`config.mk`:
```
export PLATFORM = sky130hd
export DESIGN_NAME = present24_encrypt_core
export DESIGN_NICKNAME = d
export VERILOG_FILES = /design/src/rtl/pres24_pkg.sv /design/src/rtl/present24_encrypt_core.sv
export SDC_FILE = /design/constraint.sdc
export NUM_CORES = 1
export LEC_CHECK = 0
export ABC_AREA = 1
export BUFFER_PORTS_ARGS = -buffer_cell sky130_fd_sc_hd__buf_2
export CAP_MARGIN = 15
export CORE_MARGIN = 2
export CORE_UTILIZATION = 53
export DETAILED_ROUTE_END_ITERATION = 7
export PLACE_DENSITY_LB_ADDON = 0.05
export SLEW_MARGIN = 10
export SYNTH_ARGS = -nofsm -noshare
export SYNTH_HDL_FRONTEND = slang
export SYNTH_SLANG_ARGS = --single-unit
```
`constraint.sdc`:
```
create_clock -name clk -period 26 [get_ports clk]
set_clock_uncertainty 0.05 [all_clocks]
set_input_delay 3.9 -clock clk [delete_from_list [all_inputs] [get_ports clk]]
set_output_delay 3.9 -clock clk [all_outputs]
set_load 0.02 [all_outputs]
```
`src/rtl/pres24_pkg.sv`:
```
// Package with constants and round functions of the 24-bit PRESENT encrypt core.
`timescale 1ns / 1ps

package pres24_pkg;

  localparam int DATA_W         = 24;
  localparam int SLOT_W         = 4;
  localparam int NUM_ROUNDS_DEF = 10;
  localparam int IN_TDATA_W     = 32;
  localparam int OUT_TDATA_W    = 24;

  typedef enum logic {
    CMD_LOAD    = 1'b0,
    CMD_ENCRYPT = 1'b1
  } cmd_t;

  typedef logic [DATA_W-1:0] block_t;

  localparam logic [3:0] SBOX [16] = '{
    4'hc, 4'h5, 4'h6, 4'hb, 4'h9, 4'h0, 4'ha, 4'hd,
    4'h3, 4'he, 4'hf, 4'h8, 4'h4, 4'h7, 4'h1, 4'h2
  };

  // Substitution of all six nibbles.
  function automatic block_t sub_layer(input block_t x);
    block_t y;
    y = '0;
    for (int n = 0; n < DATA_W / 4; n++) begin
      y[4*n +: 4] = SBOX[x[4*n +: 4]];
    end
    return y;
  endfunction

  // Bit j moves to 6*(j mod 4) + (j div 4); pure wiring.
  function automatic block_t perm_layer(input block_t x);
    block_t y;
    y = '0;
    for (int j = 0; j < DATA_W; j++) begin
      y[6 * (j % 4) + (j / 4)] = x[j];
    end
    return y;
  endfunction

  function automatic block_t round_fn(input block_t x, input block_t key);
    return perm_layer(sub_layer(x ^ key));
  endfunction

endpackage

```
`src/rtl/present24_encrypt_core.sv`:
```
// Top level of the 24-bit PRESENT encrypt core: key table, round logic and stream ports.
`timescale 1ns / 1ps
// An encrypt's ciphertext reaches out_tvalid via the input register, then the result register.
// Throughput: one transaction per cycle; all NUM_ROUNDS rounds sit between the input register
// and the result register, so a stalled result holds the input register and then in_tready.
// Loads write key slots 0..NUM_ROUNDS at the accepting edge and never produce a result.
// Reset (rst_n low, synchronous) empties both registers; the key table is not reset.

module present24_encrypt_core #(
  parameter int NUM_ROUNDS = pres24_pkg::NUM_ROUNDS_DEF
) (
  input  logic                               clk,
  input  logic                               rst_n,
  input  logic                               in_tvalid,
  output logic                               in_tready,
  // [3:0] key_slot, [27:4] data_word, [31:28] zero
  input  logic [pres24_pkg::IN_TDATA_W-1:0]  in_tdata,
  // [0] cmd
  input  logic                               in_tuser,
  output logic                               out_tvalid,
  input  logic                               out_tready,
  // [23:0] ciphertext
  output logic [pres24_pkg::OUT_TDATA_W-1:0] out_tdata
);

  localparam int DEPTH = NUM_ROUNDS + 1;
  localparam int IDX_W = $clog2(DEPTH);
  localparam int CMP_W = pres24_pkg::SLOT_W + IDX_W;

  logic                         in_acc;
  logic [pres24_pkg::SLOT_W-1:0] in_slot;
  pres24_pkg::block_t           in_word;
  logic [CMP_W-1:0]             slot_ext;
  logic                         key_we;

  logic                         s1_valid_r, s1_valid_nxt;
  pres24_pkg::block_t           s1_data_r;
  logic                         s1_move;

  logic                         out_valid_r, out_valid_nxt;
  pres24_pkg::block_t           out_data_r;

  pres24_pkg::block_t           keys_r [DEPTH];
  pres24_pkg::block_t           st [DEPTH];
  pres24_pkg::block_t           cipher;

  assign in_slot  = in_tdata[pres24_pkg::SLOT_W-1:0];
  assign in_word  = in_tdata[pres24_pkg::SLOT_W +: pres24_pkg::DATA_W];
  assign slot_ext = CMP_W'(in_slot);

  // The input register advances only when the result register can take its value,
  // so a key load never changes the table under a waiting encrypt.
  assign s1_move   = s1_valid_r && (!out_valid_r || out_tready);
  assign in_tready = !s1_valid_r || s1_move;
  assign in_acc    = in_tvalid && in_tready;
  assign key_we    = in_acc && (in_tuser == pres24_pkg::CMD_LOAD) &&
                     (slot_ext <= CMP_W'(NUM_ROUNDS));

  always_comb begin
    s1_valid_nxt = s1_valid_r && !s1_move;
    if (in_acc && (in_tuser == pres24_pkg::CMD_ENCRYPT)) begin
      s1_valid_nxt = 1'b1;
    end
  end

  always_comb begin
    out_valid_nxt = out_valid_r && !out_tready;
    if (s1_move) begin
      out_valid_nxt = 1'b1;
    end
  end

  always_ff @(posedge clk) begin
    if (!rst_n) begin
      s1_valid_r  <= 1'b0;
      out_valid_r <= 1'b0;
    end else begin
      s1_valid_r  <= s1_valid_nxt;
      out_valid_r <= out_valid_nxt;
    end
  end

  always_ff @(posedge clk) begin
    if (in_acc && (in_tuser == pres24_pkg::CMD_ENCRYPT)) begin
      s1_data_r <= in_word;
    end
    if (s1_move) begin
      out_data_r <= cipher;
    end
  end

  always_ff @(posedge clk) begin
    if (key_we) begin
      keys_r[slot_ext[IDX_W-1:0]] <= in_word;
    end
  end

  assign st[0] = s1_data_r;

  for (genvar r = 0; r < NUM_ROUNDS; r++) begin : g_round
    assign st[r+1] = pres24_pkg::round_fn(st[r], keys_r[r]);
  end

  assign cipher = st[NUM_ROUNDS] ^ keys_r[NUM_ROUNDS];

  assign out_tvalid = out_valid_r;
  assign out_tdata  = out_data_r;

endmodule

```
Word level (Yosys, flattened, before mapping)
Memory sizes are Yosys's and may differ from the RTL's.
Index checks and enable logic that the tools add are counted.
{ "word_totals": {"ff_bits": 50, "latch_bits": 0, "ramBits": 264, "rom_bits": 3840, "word_cells": 335, "memories": 61} }
{ "classes": {"n_addsub": 0, "n_mul": 0, "div_mod_pow": 0, "n_lt_le_gt_ge": 61, "n_eq_ne": 0, "n_shift": 0, "mux": 124, "bitwise": 72, "n_reduce_logical": 13} }
{ "memory_table": {"columns": ["memory", "words", "width", "rd", "rd_ports_with_merged_regs", "wr", "line_no", "source"], "rows": [
  ["keys_r", 11, 24, 11, 0, 1, "present24_encrypt_core.sv:43", "pres24_pkg::block_t keys_r [DEPTH];"],
  ["(name not given)", 16, 4, 1, 0, 0, "pres24_pkg.sv:29", "y[4*n +: 4] = SBOX[x[4*n +: 4]];"],
  ["(name not given)", 16, 4, 1, 0, 0, "pres24_pkg.sv:29", null],
  ["(name not given)", 16, 4, 1, 0, 0, "pres24_pkg.sv:29", null],
  ["(name not given)", 16, 4, 1, 0, 0, "pres24_pkg.sv:29", null],
  ["(name not given)", 16, 4, 1, 0, 0, "pres24_pkg.sv:29", null],
  ["55 more memories", null, null, null, null, null, null, null]
]} }
{ "ops": {"columns": ["cell", "n"], "rows": [
  ["$mux 4", 120],
  ["$ge 5x5->1 const B", 60],
  ["$not 4->5", 60],
  ["$xor 24x24->24", 11],
  ["$logic_and 1x1->1", 7],
  ["$le 4x4->1 const B", 1],
  ["$logic_not 1->1", 4],
  ["$mux 1", 4],
  ["$logic_or 1x1->1", 2],
  ["$not 1->1", 1]
]} }

Longest topological paths before layout
An unclocked memory read counts as a cell.
{ "logic_depth": {"word_depth": 52, "mapped_depth": 89, "depth_no_buf": 89} }

Worst setup path before layout
OpenSTA, ideal clock, no wires.
{ "synth_path": {"path_type": "register to register", "from": "mem keys_r[0][20] (netlist bit)", "to": "reg out_data_r[15] (netlist: out_tdata[15]), data pin", "setup_ns": 0.252, "arrival_ns": 8.697, "required_time_ns": 25.698, "setup_slack_ns": 17.001, "stages_incl_launch_ff": 77, "path_buffers": 0, "period_less_slack_ns": 8.999, "path_cell_list": "edfxtp_1 -> xnor2_1 -> inv_1 -> ha_1 -> inv_1 -> nand2_1 -> nand3_1 -> nand2_1 -> nand2_1 -> nand2_2 -> ha_1 -> inv_1 -> nand2_1 -> nand3_1 -> nand2_1 -> nand2_1 -> nand2_1 -> inv_1 -> (+41 left out) -> nand2_1 -> nand2_1 -> nand2_1 -> inv_2 -> ha_1 -> nand2_1 -> nand2_1 -> nand2_1 -> nand3b_1 -> nand2_1 -> inv_1 -> ha_1 -> inv_1 -> nand2_1 -> nand3_1 -> nand2_1 -> nand2_1 -> nand2_1"} }
{ "synth_rtl": {"columns": ["element", "line_no", "source"], "rows": [
  ["start: declaration", "present24_encrypt_core.sv:43", null],
  ["end signal: assignment", "present24_encrypt_core.sv:88", "out_data_r <= cipher;"],
  ["end: declaration", "present24_encrypt_core.sv:41", "pres24_pkg::block_t out_data_r;"]
]} }

==> impl_metrics.csv <==
group,metric,value,unit
status,status,"completed",
route,via_count,26300,
clock_tree,postCtsSetupRepairBufs,0,
worst_setup_path,cp.arrival,11110,ps
logic_synthesis,synth_area_leader_cell,"edfxtp_1",
logic_synthesis,synth_edf_count,312,
place,dp_slack,15320,ps
place,gp_congestion,0.913,
floorplan,die_area,0.0558,sq mm
worst_setup_path,end_kind,"register",
floorplan,die_w,236,um
logic_synthesis,synth.area.top_cells,"edfxtp_1 33%, nand2_1 21%, nand3_1 16%",
global_route,grt_use_total,28.6,%
worst_setup_path,crit_path_frequent_cell,"nand2_1",
worst_setup_path,rrSetupSlack,15160,ps
route,wl_per_cell,16.1,um
floorplan,start_util,53.4,%
floorplan,fp.coreArea,0.0536,sq mm
worst_setup_path,reg2reg_to,"out_tdata[16]",
route,drcViolationCount,0,
floorplan,ios,63,
clock_tree,clock_path_buffers,3,
global_route,grt_first_pass_wirelength,125000,um
route,drtIter0Drc,2255,
pwr,p_leak,16.4,nW
min_path,min_from,"out_tvalid",
global_route,grt_overflow_total,0,
place,portBuffers,58,
logic_synthesis,synthCells,4117,
sta,tightest_slew,952,ps
logic_synthesis,ys_seq_elements,314,
cells_and_area,multi_input_area,0.0170,sq mm
clock_tree,postCtsHoldBufs,0,
logic_synthesis,synth_commonest_cells,"1583 x nand2_1, 897 x nand3_1, 528 x inv_1",
worst_setup_path,start_kind,"register",
clock_tree,cts_num_sinks,314,
route,via_per_inst,5.31,
logic_synthesis,netlist_area,0.0286,sq mm
logic_synthesis,synthArstFlopShare,0,%
clock_tree,cts_max_level,2,
pwr,vdd_drop_max,0.142,mV
cells_and_area,syn_to_final_growth,9.26,%
global_route,grt_pass1_vias,23900,
place,place_hpwl,58500,um
worst_setup_path,crit_fanout,6,
cells_and_area,layout.nets,4537,
sta,finalCriticalPeriod,10840,ps
cells_and_area,ff_latch_area,0.00941,sq mm
sta,grt_setup_unrepaired,"no",
logic_synthesis,yosys_warnings,0,
logic_synthesis,yosysMostFrequentCell,"nand2_1",
clock_tree,clkTransAtPathRegs,60,ps
sta,tns,0,ps
min_path,hold_class,"register to register",
cells_and_area,final_layout_size_suffix_gt1_share,10.3,%
worst_setup_path,critPathRequiredTime,26280,ps
floorplan,die_h,236,um
logic_synthesis,avgSynthCellArea,6.95,sq um
worst_setup_path,reg2reg_from,"keys_r[0][20]",
global_route,grt_max_degree,25,
logic_synthesis,ys_types,33,
floorplan,std_cell_rows,85,
sta,hold_viol_final,0,
clock_tree,cts_tree,"built",
worst_setup_path,reg2reg_depth,78,
worst_setup_path,crit_path_max_incr_delay,410,ps
worst_setup_path,crit_type,"register to register",
worst_setup_path,cpMaxStageDelayCell,"xnor2_1",
sta,slew_viol_final,0,
cells_and_area,fillers,5143,
logic_synthesis,synth_nets,4425,
route,first_pass_iters,6,
clock_tree,clock_latency,570,ps
route,detail-route-antenna-nets,0,
logic_synthesis,synth_ff_type,"edfxtp_1",
min_path,holdPathStages,2,
sta,slew-limit-headroom,36.4,%
global_route,antenna_found_initial,5,
sta,setup_violations,0,
flow_run,max_cap_viol_count,0,
min_path,min_to,"out_tvalid",
route,wirelength,79700,um
logic_synthesis,synth_top_area_share,32.8,%
clock_tree,cts-root-buf,"clkbuf_16",
pwr,power_per_cell_area,124,mW/mm^2
sta,fmax,92.3,MHz
clock_tree,cts.repair.resized,0,
clock_tree,numCtsBuffers,41,
sta,fin_ws,15160,ps
logic_synthesis,seq_area_frac_synth,32.9,%
sta,fin_crit_sh,41.7,%
==> layer usage <==
metal / GRT usage (%) / up-vias / share of wire (%)
met5: 0 / - / 0
met4: 9.74 / 0 / 3.2
met3: 4.31 / 116 / 7.3
met2: 44.9 / 678 / 43
met1: 40.5 / 11900 / 46
li1: - / 13600 / -
==> where the power goes <==
part / switching, W / total (W) / internal (W)
logic: 0.00184 / 0.00267 / 0.000831
clock network: 0.000232 / 0.000583 / 0.000351
registers: 0.00000705 / 0.000621 / 0.000614
==> how the worst max path moves through the flow <==
stage                  start       endpoint  slack [ps]  depth (start not counted)
5_1_grt        keys_r[0][20]  out_tdata[16]       13990                         79
3_3_place_gp   keys_r[0][20]  out_tdata[16]       15430                         77
6_report       keys_r[0][20]  out_tdata[16]       15160                         78
3_5_place_dp   keys_r[0][20]  out_tdata[16]       15320                         79
4_1_cts        keys_r[0][20]  out_tdata[16]       15260                         77
2_1_floorplan  keys_r[0][20]  out_tdata[15]       17000                         76
==> layout make-up <==
type | instances | area share [%]
diodes | 1 | 0.00801
clock buffers | 59 | 3.73
clock inverters | 17 | 0.585
inverters | 587 | 7.06
multi-input cells | 3216 | 54.5
flip-flops and latches | 314 | 30.1
well taps | 696 | 2.79
repair buffers | 69 | 1.19
==> critical path: cells and delay by family, from the launching register on <==
kind	cells	cell delay, ps
AND/OR/NAND/NOR	49	4890
adder cells (fa/ha/maj)	10	3210
buffers and inverters	18	1640
XOR/XNOR	1	410
flip-flops	1	370
==> layout by cell type (no fill, tap or decap), drive strengths merged, types with 2 or more instances in the layout <==
master    count
nand2      1752
xnor2        10
nor2         71
clkinvlp      2
xor2         16
edfxtp      312
ha          271
o211ai        4
o21ai        68
clkinv       13
nand4         9
inv         585
clkbuf       59
dfxtp         2
nand3       955
buf          69
bufinv        4
nand3b       39
a21oi         9
or2           7
nor3          4
==> through the flow <==
step | hold WS, ps | cell area [sq um] | cells | total power, W | util [%]
4_1_cts | 470 | 31200 | 4958 | 0.00386 | 58.3
2_1_floorplan | 408 | 28600 | 4117 | 0.00268 | -
6_report | 468 | 31200 | 4959 | 0.00387 | 58.3
3_3_place_gp | 454 | 29900 | 4882 | 0.00323 | 55.8
5_1_grt | 511 | 31200 | 4958 | 0.00430 | 58.3
3_5_place_dp | 460 | 29900 | 4882 | 0.00325 | 55.8
==> sequential cells by signal, indices dropped and copies added, names as in the netlist <==
register    count
keys_r        264
out_tdata      24
s1_data_r      24
out_tvalid      1
s1_valid_r      1
==> kinds of logic after synthesis <==
kind of cell               count (synthesis)  synth area share, %
AOI/OAI and AO/OA                         82                 1.66
adders and majority gates                271                 11.9
xor gates and xnor gates                  26                0.901
DFF                                      314                 32.9
and+or+nand+nor                         2837                 45.0
buffers and inverters                    587                 7.71
No activity file was read; power rests on OpenSTA's default activity.
